`src/design/pwmf_pkg.sv`:
```
package pwmf_pkg;

   localparam int MAX_BUFFER_BYTES_DEF = 65536;
   localparam int KEYWORD_BYTES        = 20;
   localparam int HANDSHAKE_BYTES      = 68;
   localparam int PREFIX_BYTES         = 4;
   localparam int SIZE_W               = 17;
   localparam int PREFIX_W             = 32;

   // length byte followed by the protocol string, first byte in the top bits
   localparam logic [8*KEYWORD_BYTES-1:0] KEYWORD = {8'd19, "BitTorrent protocol"};

   typedef enum logic [1:0] {
      KIND_HANDSHAKE = 2'd0,
      KIND_KEEPALIVE = 2'd1,
      KIND_TYPED     = 2'd2
   } kind_type;

   typedef struct packed {
      logic              message_done;
      kind_type          message_kind;
      logic [7:0]        message_id;
      logic [SIZE_W-1:0] message_bytes;
      logic              buffer_done;
      logic              buffer_complete;
      logic [SIZE_W-1:0] ok_length;
   } rsp_type;

   // keyword byte at position idx (0 is the length byte)
   function automatic logic [7:0] keyword_byte(input logic [4:0] idx);
      logic [7:0] res;
      res = 8'd0;
      if (idx < 5'(KEYWORD_BYTES)) begin
         res = KEYWORD[8*KEYWORD_BYTES - 1 - 8*int'(idx) -: 8];
      end
      return res;
   endfunction

endpackage

```
`src/design/peer_wire_message_framer_top.sv`:
```
// peer wire message framer
//
// req channel: one buffer byte per word (req_data_byte), req_end_of_buffer high
// on the last byte of a buffer. a word is taken when req_valid is high and
// req_stall is low. framing starts fresh after every last byte.
// rsp channel: one word per byte that completes a message and/or ends a
// buffer; bytes that do neither produce no word. message fields are zero when
// no message completed, buffer fields are zero when the buffer did not end.
// responses are registered (skid register behind a held word). throughput: one
// byte per cycle while req_stall is low, set by the single register-to-register
// pass that updates the framing counters and the response register.
// stall: the response register is backed by a one-word skid register, so input
// keeps flowing while one response waits; req_stall rises only once the skid
// register holds a word, and falls the cycle after the receiver takes one.
// bytes beyond MAX_BUFFER_BYTES in one buffer are dropped and that buffer
// reports itself incomplete.
// reset (synchronous, active high) empties both response registers and puts
// the framer at the start of a fresh buffer.
module peer_wire_message_framer_top #(
   parameter int MAX_BUFFER_BYTES = pwmf_pkg::MAX_BUFFER_BYTES_DEF
) (
   input  logic                        clock,
   input  logic                        reset,
   input  logic                        req_valid,
   output logic                        req_stall,
   input  logic [7:0]                  req_data_byte,
   input  logic                        req_end_of_buffer,
   output logic                        rsp_valid,
   input  logic                        rsp_stall,
   output logic                        rsp_message_done,
   output logic [1:0]                  rsp_message_kind,
   output logic [7:0]                  rsp_message_id,
   output logic [pwmf_pkg::SIZE_W-1:0] rsp_message_bytes,
   output logic                        rsp_buffer_done,
   output logic                        rsp_buffer_complete,
   output logic [pwmf_pkg::SIZE_W-1:0] rsp_ok_length
);
   import pwmf_pkg::*;

   // counters hold up to MAX_BUFFER_BYTES itself
   localparam int CNT_W  = $clog2(MAX_BUFFER_BYTES + 1);
   localparam int WIDE_W = (CNT_W > SIZE_W) ? CNT_W : SIZE_W;
   localparam int CMP_W  = PREFIX_W + 1;

   // framing state
   logic [CNT_W-1:0]    offset_ff, offset_in;         // bytes of this buffer taken
   logic [CNT_W-1:0]    complete_ff, complete_in;     // offset after last full message
   logic [CNT_W-1:0]    msg_cnt_ff, msg_cnt_in;       // bytes of current message
   logic                kw_match_ff, kw_match_in;
   logic [PREFIX_W-1:0] prefix_ff, prefix_in;
   logic [7:0]          id_ff, id_in;
   logic                overflow_ff, overflow_in;

   // response register and skid register
   logic    rsp_valid_ff, rsp_valid_in;
   rsp_type rsp_ff, rsp_in;
   logic    skid_valid_ff, skid_valid_in;
   rsp_type skid_ff, skid_in;

   // per-byte datapath
   logic             accept;
   logic             take;
   logic             emit;
   logic             ovf_now;
   logic [CNT_W-1:0] n;
   logic             kw_next;
   logic [PREFIX_W-1:0] prefix_next;
   logic [7:0]       id_next;
   logic             hs_path;
   logic             hs_done;
   logic             lp_done;
   logic             done;
   logic [CNT_W-1:0] size_cnt;
   logic [CNT_W-1:0] ok_cnt;
   logic [WIDE_W-1:0] size_wide;
   logic [WIDE_W-1:0] ok_wide;
   rsp_type          new_rsp;

   assign req_stall = skid_valid_ff;
   assign accept    = req_valid && !skid_valid_ff;
   assign take      = rsp_valid_ff && !rsp_stall;

   always_comb begin
      ovf_now = overflow_ff || (offset_ff >= CNT_W'(MAX_BUFFER_BYTES));
      n       = msg_cnt_ff + CNT_W'(1);

      // keyword compare on the first 20 bytes of a message
      kw_next = kw_match_ff;
      if (msg_cnt_ff < CNT_W'(KEYWORD_BYTES) &&
          req_data_byte != keyword_byte(msg_cnt_ff[4:0])) begin
         kw_next = 1'b0;
      end

      // big-endian length prefix, then the id byte
      prefix_next = prefix_ff;
      if (msg_cnt_ff < CNT_W'(PREFIX_BYTES)) begin
         prefix_next = {prefix_ff[PREFIX_W-9:0], req_data_byte};
      end
      id_next = id_ff;
      if (msg_cnt_ff == CNT_W'(PREFIX_BYTES)) begin
         id_next = req_data_byte;
      end

      hs_path = kw_next && (n >= CNT_W'(KEYWORD_BYTES));
      hs_done = hs_path && (n == CNT_W'(HANDSHAKE_BYTES));
      lp_done = !hs_path && (n >= CNT_W'(PREFIX_BYTES)) &&
                (CMP_W'(n) == ({1'b0, prefix_next} + CMP_W'(PREFIX_BYTES)));
      done    = !ovf_now && (hs_done || lp_done);

      size_cnt  = hs_done ? CNT_W'(HANDSHAKE_BYTES) : n;
      ok_cnt    = done ? (offset_ff + CNT_W'(1)) : complete_ff;
      size_wide = WIDE_W'(size_cnt);
      ok_wide   = WIDE_W'(ok_cnt);

      new_rsp = '0;
      if (done) begin
         new_rsp.message_done  = 1'b1;
         new_rsp.message_bytes = size_wide[SIZE_W-1:0];
         if (hs_done) begin
            new_rsp.message_kind = KIND_HANDSHAKE;
         end else if (prefix_next == '0) begin
            new_rsp.message_kind = KIND_KEEPALIVE;
         end else begin
            new_rsp.message_kind = KIND_TYPED;
            new_rsp.message_id   = id_next;
         end
      end
      if (req_end_of_buffer) begin
         new_rsp.buffer_done     = 1'b1;
         // after a completed message the message counter is back at zero
         new_rsp.buffer_complete = done;
         new_rsp.ok_length       = ok_wide[SIZE_W-1:0];
      end

      emit = accept && (done || req_end_of_buffer);

      // framing state next values
      offset_in   = offset_ff;
      complete_in = complete_ff;
      msg_cnt_in  = msg_cnt_ff;
      kw_match_in = kw_match_ff;
      prefix_in   = prefix_ff;
      id_in       = id_ff;
      overflow_in = overflow_ff;
      if (accept) begin
         if (ovf_now) begin
            overflow_in = 1'b1;
         end else begin
            offset_in = offset_ff + CNT_W'(1);
            if (done) begin
               complete_in = offset_ff + CNT_W'(1);
               msg_cnt_in  = '0;
               kw_match_in = 1'b1;
               prefix_in   = '0;
               id_in       = '0;
            end else begin
               msg_cnt_in  = n;
               kw_match_in = kw_next;
               prefix_in   = prefix_next;
               id_in       = id_next;
            end
         end
         // last byte: fresh buffer
         if (req_end_of_buffer) begin
            offset_in   = '0;
            complete_in = '0;
            msg_cnt_in  = '0;
            kw_match_in = 1'b1;
            prefix_in   = '0;
            id_in       = '0;
            overflow_in = 1'b0;
         end
      end

      // response register with skid behind it
      rsp_valid_in  = rsp_valid_ff;
      rsp_in        = rsp_ff;
      skid_valid_in = skid_valid_ff;
      skid_in       = skid_ff;
      if (!rsp_valid_ff || take) begin
         if (skid_valid_ff) begin
            rsp_valid_in  = 1'b1;
            rsp_in        = skid_ff;
            skid_valid_in = emit;
            skid_in       = new_rsp;
         end else begin
            rsp_valid_in = emit;
            rsp_in       = new_rsp;
         end
      end else if (emit) begin
         skid_valid_in = 1'b1;
         skid_in       = new_rsp;
      end
   end

   always_ff @(posedge clock) begin
      if (reset) begin
         offset_ff     <= '0;
         complete_ff   <= '0;
         msg_cnt_ff    <= '0;
         kw_match_ff   <= 1'b1;
         prefix_ff     <= '0;
         id_ff         <= '0;
         overflow_ff   <= 1'b0;
         rsp_valid_ff  <= 1'b0;
         skid_valid_ff <= 1'b0;
      end else begin
         offset_ff     <= offset_in;
         complete_ff   <= complete_in;
         msg_cnt_ff    <= msg_cnt_in;
         kw_match_ff   <= kw_match_in;
         prefix_ff     <= prefix_in;
         id_ff         <= id_in;
         overflow_ff   <= overflow_in;
         rsp_valid_ff  <= rsp_valid_in;
         skid_valid_ff <= skid_valid_in;
      end
   end

   // payload registers, no reset
   always_ff @(posedge clock) begin
      rsp_ff  <= rsp_in;
      skid_ff <= skid_in;
   end

   assign rsp_valid           = rsp_valid_ff;
   assign rsp_message_done    = rsp_ff.message_done;
   assign rsp_message_kind    = rsp_ff.message_kind;
   assign rsp_message_id      = rsp_ff.message_id;
   assign rsp_message_bytes   = rsp_ff.message_bytes;
   assign rsp_buffer_done     = rsp_ff.buffer_done;
   assign rsp_buffer_complete = rsp_ff.buffer_complete;
   assign rsp_ok_length       = rsp_ff.ok_length;

   // skid register only fills behind a held response
   a_skid_behind_rsp: assert property (@(posedge clock) disable iff (reset)
      skid_valid_ff |-> rsp_valid_ff)
      else $error("skid word without response word");

   // every response word reports a message or a buffer end
   a_rsp_has_event: assert property (@(posedge clock) disable iff (reset)
      rsp_valid_ff |-> (rsp_ff.message_done || rsp_ff.buffer_done))
      else $error("empty response word");

   // a taken last byte restarts framing
   a_buffer_restart: assert property (@(posedge clock) disable iff (reset)
      (accept && req_end_of_buffer) |=>
         (offset_ff == '0 && msg_cnt_ff == '0 && !overflow_ff))
      else $error("framing not restarted after last byte");

   // a message never spans more bytes than the buffer has given
   a_msg_within_buffer: assert property (@(posedge clock) disable iff (reset)
      (msg_cnt_ff <= offset_ff) && (complete_ff <= offset_ff))
      else $error("message counter beyond buffer offset");

endmodule

```
`config.mk`:
```
export PLATFORM = sky130hd
export DESIGN_NAME = peer_wire_message_framer_top
export DESIGN_NICKNAME = d
export VERILOG_FILES = /design/src/design/pwmf_pkg.sv /design/src/design/peer_wire_message_framer_top.sv
export SDC_FILE = /design/constraint.sdc
export NUM_CORES = 1
export LEC_CHECK = 0
export BUFFER_PORTS_ARGS = -buffer_cell sky130_fd_sc_hd__buf_2
export CORE_AREA = 4 4 169 171
export CTS_BUF_LIST = sky130_fd_sc_hd__clkbuf_16
export CTS_CLUSTER_DIAMETER = 150
export DETAILED_ROUTE_END_ITERATION = 8
export DIE_AREA = 0 0 173 175
export GPL_TIMING_DRIVEN = 0
export PLACE_DENSITY = 0.59
export SYNTH_ARGS = -nofsm -noshare
export SYNTH_HDL_FRONTEND = slang
export SYNTH_SLANG_ARGS = --single-unit
export TNS_END_PERCENT = 1
```
`constraint.sdc`:
```
create_clock -name clock -period 25.8 [get_ports clock]
set_input_delay 5.16 -clock clock [delete_from_list [all_inputs] [get_ports clock]]
set_output_delay 5.16 -clock clock [all_outputs]
set_load 0.01 [all_outputs]
```
==> results of run 1 <==
kinds of logic after synthesis:
| logic type | Yosys count | synth area share, % |
|---|---|---|
| simple gates | 429 | 21.0 |
| compound gates | 263 | 17.8 |
| buf+inv | 119 | 4.77 |
| mux | 42 | 3.95 |
| xor+xnor | 84 | 7.28 |
| flops | 189 | 44.3 |
| fa+ha+maj | 8 | 0.938 |
synth_stat cells, types with 10 or more instances:
master and number:
a22o_1 55, or3_1 10, nand2b_1 11, edfxtp_1 94, xor2_1 24, and4_1 10
nor2_1 75, a21oi_1 18, nor4_1 24, inv_1 18, xnor2_1 57, o21ai_1 11
buf_2 27, o31ai_1 38, nor3_1 29, clkbuf_1 65, nand3_1 40, mux2i_1 41
nand2_1 119, nand4_1 21, and3_1 29, o21ai_0 57, a31oi_1 10, dfxtp_1 95
and2_1 17
power breakdown:
group / total [uW] / switching, uW / internal (uW)
Combinational: 46.7 / 31.4 / 15.2
Clock: 288 / 144 / 144
Sequential: 319 / 1.64 / 317
metal layers:
metal / track usage [%] / wire length, microns / up-vias
met5: 0 / 0 / -
met4: 5.79 / 660 / 0
met3: 2.96 / 1770 / 47
met2: 30.6 / 13500 / 317
met1: 28.9 / 14700 / 4299
li1: - / - / 4388
registers in the layout, indices dropped and copies added (netlist names):
name,cells
req_stall,1
prefix_ff,32
rsp_message_bytes,17
rsp_message_kind,2
rsp_message_id,8
overflow_ff,1
rsp_valid,1
offset_ff,17
id_ff,8
skid_ff,47
kw_match_ff,1
rsp_buffer_complete,1
msg_cnt_ff,17
complete_ff,17
rsp_message_done,1
rsp_buffer_done,1
rsp_ok_length,17
stage by stage:
stage          worst slack [ns]  instances  util [%]  instance area [sq um]  total power [uW]
6_report                  15.56       1565      44.9                  12100               654
5_1_grt                   15.42       1565      44.9                  12100               676
4_1_cts                   15.64       1565      44.9                  12100               659
3_5_place_dp              15.21       1533      42.5                  11400               372
3_3_place_gp              11.15       1531      42.3                  11400               372
2_1_floorplan             13.35       1134         -                  10700               356
worst max-delay path by stage:
stage                  end  depth (start not counted)  slack [ns]
2_1_floorplan   skid_ff[0]                         16       13.35
3_3_place_gp   skid_ff[43]                         16       11.15
3_5_place_dp   skid_ff[12]                         17       15.21
4_1_cts        skid_ff[31]                         17       15.64
5_1_grt        skid_ff[31]                         17       15.42
6_report       skid_ff[31]                         18       15.56
final cells by class:
| class | count | area, sq um |
|---|---|---|
| clock inverters | 15 | 213 |
| clock buffers | 17 | 425 |
| fillers | 2609 | 14800 |
| plain buffers | 100 | 438 |
| well taps | 341 | 427 |
| flip-flops and latches | 189 | 4720 |
| multi-input cells | 826 | 5450 |
| inverters | 19 | 71.3 |
| repair buffers | 58 | 320 |
==> flow_metrics.env, run 1 <==
export IMPL_ant_nets=0
export IMPL_hp_start="id_ff[2]"
export IMPL_num_rows=60
export IMPL_cts_resized=0
export IMPL_grt_usage_pct=19.8
export IMPL_post_cts_buffers=0
export IMPL_synth_cell_types=75
export IMPL_cts_hold_buf=0
export IMPL_die_area_sq_um=30300
export IMPL_path_buf_inv=6
export IMPL_fin_worst_skew_ns=0.0179
export IMPL_globalplace_congestion=0.928
export IMPL_first_iter_violations=1089
export IMPL_slowest_delay_ns=0.63
export IMPL_clockRootBuffer="clkbuf_16"
export IMPL_yosysSeqAreaShare_pct=44.3
export IMPL_synthTopCellsByArea="edfxtp_1 26%, dfxtp_1 18%, xnor2_1 4.7%, a22o_1 4.5%, nand2_1 4.2%"
export IMPL_drcViolationCount=0
export IMPL_netlist_instances=1134
export IMPL_fin_crit_sh_pct=39.7
export IMPL_grt_max_degree=32
export IMPL_slowest_stage="o21ai_4"
export IMPL_place_hpwl_microns=22800
export IMPL_design_portCount=62
export IMPL_startpoint="req_data_byte[2]"
export IMPL_routed_wl_microns=30700
export IMPL_clk_pin_slew_ns=0.07
export IMPL_antenna_found_initial=1
export IMPL_rsz0062_at_grt="no"
export IMPL_worstReg2RegStart="msg_cnt_ff[8]"
export IMPL_crit_arrival_ns=10.37
export IMPL_worstPathRequired_ns=25.93
export IMPL_hold_path_depth=1
export IMPL_drtPass1Iterations=5
export IMPL_initial_core_util_pct=39.7
export IMPL_status="finished, final reports clean"
export IMPL_htree_num_levels=4
export IMPL_synth_area_sq_um=10700
export IMPL_wire_per_inst_microns=19.6
export IMPL_grt_overflow=0
export IMPL_whs_ns=0.465
export IMPL_hold_class="reg -> reg"
export IMPL_fp_coreArea_sq_um=26900
export IMPL_cts_sinks=189
export IMPL_fmax_ghz=0.0977
export IMPL_clk_path_buf_depth=2
export IMPL_r2r_end="skid_ff[31]"
export IMPL_synth_top_area_cell="edfxtp_1"
export IMPL_syn_nets=1155
export IMPL_cp_start_kind="input pin"
export IMPL_r2r_slack_ns=18.25
export IMPL_cap_viol_max_count=0
export IMPL_die_x_microns=173
export IMPL_worst_pin_slew_ns=1.10
export IMPL_crit_chain="buf_2 > clkbuf_1 > a21oi_1 > inv_1 > ha_1 > and4_1 > and4_1 > clkbuf_1 > a2111oi_0 > a31oi_1 > and4_4 > or4_1 > or4_4 > o32ai_2 > buf_6 > o21ai_1 > o21ai_4 > buf_12"
export IMPL_fin_crit_ns=10.24
export IMPL_io_buffers=56
export IMPL_numCtsBuffers=17
export IMPL_synth_top_flop_cell="dfxtp_1"
export IMPL_grt_pass1_vias=8299
export IMPL_cp_max_fo=28
export IMPL_powerDensity_nw_per_um2=54.2
export IMPL_slew_headroom_pct=26.1
export IMPL_slew_violations=0
export IMPL_hold_viol=0
export IMPL_layout_common_cells="118 x nand2_1, 95 x dfxtp_1, 94 x edfxtp_1"
export IMPL_min_to="id_ff[2]"
export IMPL_rr_worst_depth=22
export IMPL_synth_async_reset_ratio_pct=0
export IMPL_via_per_inst=5.78
export IMPL_yosys_register_bits=189
export IMPL_worstSetupPathType="in -> reg"
export IMPL_synth_edf_count=94
export IMPL_worstSkewPairLatency_ns=0.44
export IMPL_cts_tree="done"
export IMPL_area_growth_pct=13.1
export IMPL_nets=1232
export IMPL_ir_drop_v=0.0000342
export IMPL_mostFrequentLayoutCell="nand2_1"
export IMPL_avgSynthCellArea_sq_um=9.41
export IMPL_crit_family="compound AO/OA/AOI/OAI gates"
export IMPL_die_y_microns=175
export IMPL_synth_top_area_share_pct=26.5
export IMPL_leakagePower_uw=0.00445
export IMPL_drive_above_1_share_pct=12.0
export IMPL_crit_path_end_kind="register"
export IMPL_grt_pass1_wl_microns=48200
export IMPL_finalSetupTns_ns=0
export IMPL_antenna_cells=0
export IMPL_synth_warnings=0
export IMPL_vias=9051
export IMPL_setup_violations=0
Note: power is estimated with default switching activity, not from simulation.
==> run 2: changes to the inputs <==
PLACE_DENSITY = 0.61   (was 0.59)
clock period = 8.7 ns   (was 25.8 ns; I/O delays follow)
==> flow_metrics.env, run 2 (synthesis results as in run 1) <==
export IMPL_status="finished, final reports clean"
export IMPL_via_per_inst=5.89
export IMPL_clk_pin_slew_ns=0.08
export IMPL_slowest_delay_ns=0.54
export IMPL_postPlaceCellArea_sq_um=11400
export IMPL_slew_violations=0
export IMPL_cp_start_kind="register"
export IMPL_leakagePower_uw=0.00443
export IMPL_rr_worst_depth=22
export IMPL_fin_crit_ns=7.51
export IMPL_largest_reg_flops=47
export IMPL_area_growth_pct=12.7
export IMPL_drtPass1Iterations=6
export IMPL_die_x_microns=173
export IMPL_r2r_slack_ns=1.19
export IMPL_crit_chain="buf_2 > nor4_2 > nand2_1 > nor2_2 > clkbuf_1 > buf_2 > mux2i_1 > inv_1 > ha_1 > and4_1 > and4_1 > clkbuf_1 > a2111oi_0 > a31oi_1 > and4_4 > or4_1 > or4_4 > o32ai_2 > buf_6 > o21ai_1 > o21ai_4 > buf_12"
export IMPL_vias=9212
export IMPL_regMostFlops="skid_ff"
export IMPL_powerDensity_nw_per_um2=156
export IMPL_antenna_cells=0
export IMPL_fin_worst_skew_ns=0.0176
export IMPL_slowest_stage="clkbuf_1"
export IMPL_drcViolationCount=0
export IMPL_finish_instance_area_sq_um=12000
export IMPL_setup_violations=0
export IMPL_layout_common_cells="118 x nand2_1, 95 x dfxtp_1, 94 x edfxtp_1"
export IMPL_die_y_microns=175
export IMPL_place_hpwl_microns=22800
export IMPL_design_portCount=62
export IMPL_ant_nets=0
export IMPL_mostFrequentLayoutCell="nand2_1"
export IMPL_cts_sinks=189
export IMPL_reg_top3="skid_ff x47, prefix_ff x32"
export IMPL_worstSkewPairLatency_ns=0.44
export IMPL_hold_path_depth=1
export IMPL_cap_viol_max_count=0
export IMPL_ir_drop_v=0.000115
export IMPL_globalplace_congestion=0.964
export IMPL_fmax_ghz=0.133
export IMPL_rsz0062_at_grt="no"
export IMPL_num_rows=60
export IMPL_cp_max_fo=31
export IMPL_io_buffers=56
export IMPL_wire_per_inst_microns=19.9
export IMPL_crit_arrival_ns=7.65
export IMPL_r2r_end="skid_ff[38]"
export IMPL_fp_coreArea_sq_um=26900
export IMPL_first_iter_violations=1015
export IMPL_fin_crit_sh_pct=86.4
export IMPL_grt_pass1_vias=8572
export IMPL_hold_viol=0
export IMPL_worstPathRequired_ns=8.84
export IMPL_crit_path_end_kind="register"
export IMPL_routed_wl_microns=31200
export IMPL_clk_path_buf_depth=2
export IMPL_grt_max_degree=32
export IMPL_whs_ns=0.468
export IMPL_worstReg2RegStart="msg_cnt_ff[6]"
export IMPL_initial_core_util_pct=39.7
export IMPL_worst_pin_slew_ns=1.15
export IMPL_clockRootBuffer="clkbuf_16"
export IMPL_nets=1232
export IMPL_post_cts_buffers=0
export IMPL_min_to="id_ff[5]"
export IMPL_grt_usage_pct=20.2
export IMPL_numCtsBuffers=17
export IMPL_worstSetupPathType="reg -> reg"
export IMPL_hp_start="id_ff[5]"
export IMPL_grt_pass1_wl_microns=49400
export IMPL_cts_resized=0
export IMPL_slew_headroom_pct=22.6
export IMPL_cts_tree="done"
export IMPL_grt_overflow=0
export IMPL_htree_num_levels=4
export IMPL_hold_class="reg -> reg"
export IMPL_die_area_sq_um=30300
export IMPL_antenna_found_initial=0
export IMPL_drive_above_1_share_pct=11.9
export IMPL_cts_hold_buf=0
[run 2: per-layer routing]
metal | routed length [microns] | part of all wire [%] | vias to the layer above | GRT usage, %
met3 | 2040 | 6.5 | 51 | 3.38
met1 | 14800 | 47 | 4394 | 29.0
li1 | - | - | 4380 | -
met5 | 0 | 0 | - | 0
met4 | 738 | 2.4 | 0 | 6.02
met2 | 13600 | 44 | 387 | 31.3
[run 2: power breakdown]
| part | internal (uW) | switching [uW] | total (uW) |
|---|---|---|---|
| clock | 388 | 399 | 787 |
| sequential | 941 | 4.96 | 946 |
| combinational | 45.3 | 94.8 | 140 |
[run 2: worst max-delay path: cells and delay by family, from the launching register on]
| kind | cells | cell delay [ns] |
|---|---|---|
| buf+inv | 7 | 1.85 |
| flops | 1 | 0.29 |
| mux | 1 | 0.33 |
| simple gates | 8 | 2.84 |
| compound gates | 5 | 1.55 |
| fa+ha+maj | 1 | 0.30 |
[run 2: per-stage QoR]
step,setup WS (ns),setup TNS (ns),cells,util [%],total power [uW]
floorplan,0.940,0,1134,-,1060
global placement,-0.993,-46.58,1531,42.3,1100
detailed placement,1.38,0,1533,42.5,1100
CTS,1.35,0,1565,44.7,1890
global route,0.889,0,1565,44.7,1930
finish,1.19,0,1565,44.7,1870
[run 2: final cells by class]
type / count / area (sq um)
Buffer: 100 / 438
Fill cell: 2610 / 14900
Clock buffer: 17 / 425
Clock inverter: 15 / 166
Inverter: 19 / 71.3
Timing Repair Buffer: 58 / 320
Multi-Input combinational cell: 826 / 5450
Sequential cell: 189 / 4720
Tap cell: 341 / 427
[run 2: worst max path at each step]
stage	slack (ns)	from	endpoint	cells past startpoint
2_1_floorplan	0.94	req_data_byte[2]	skid_ff[0]	16
3_3_place_gp	-0.99	msg_cnt_ff[6]	skid_ff[42]	21
3_5_place_dp	1.38	msg_cnt_ff[4]	skid_ff[43]	22
4_1_cts	1.35	msg_cnt_ff[6]	skid_ff[22]	22
5_1_grt	0.89	msg_cnt_ff[4]	skid_ff[30]	22
6_report	1.19	msg_cnt_ff[6]	skid_ff[38]	22
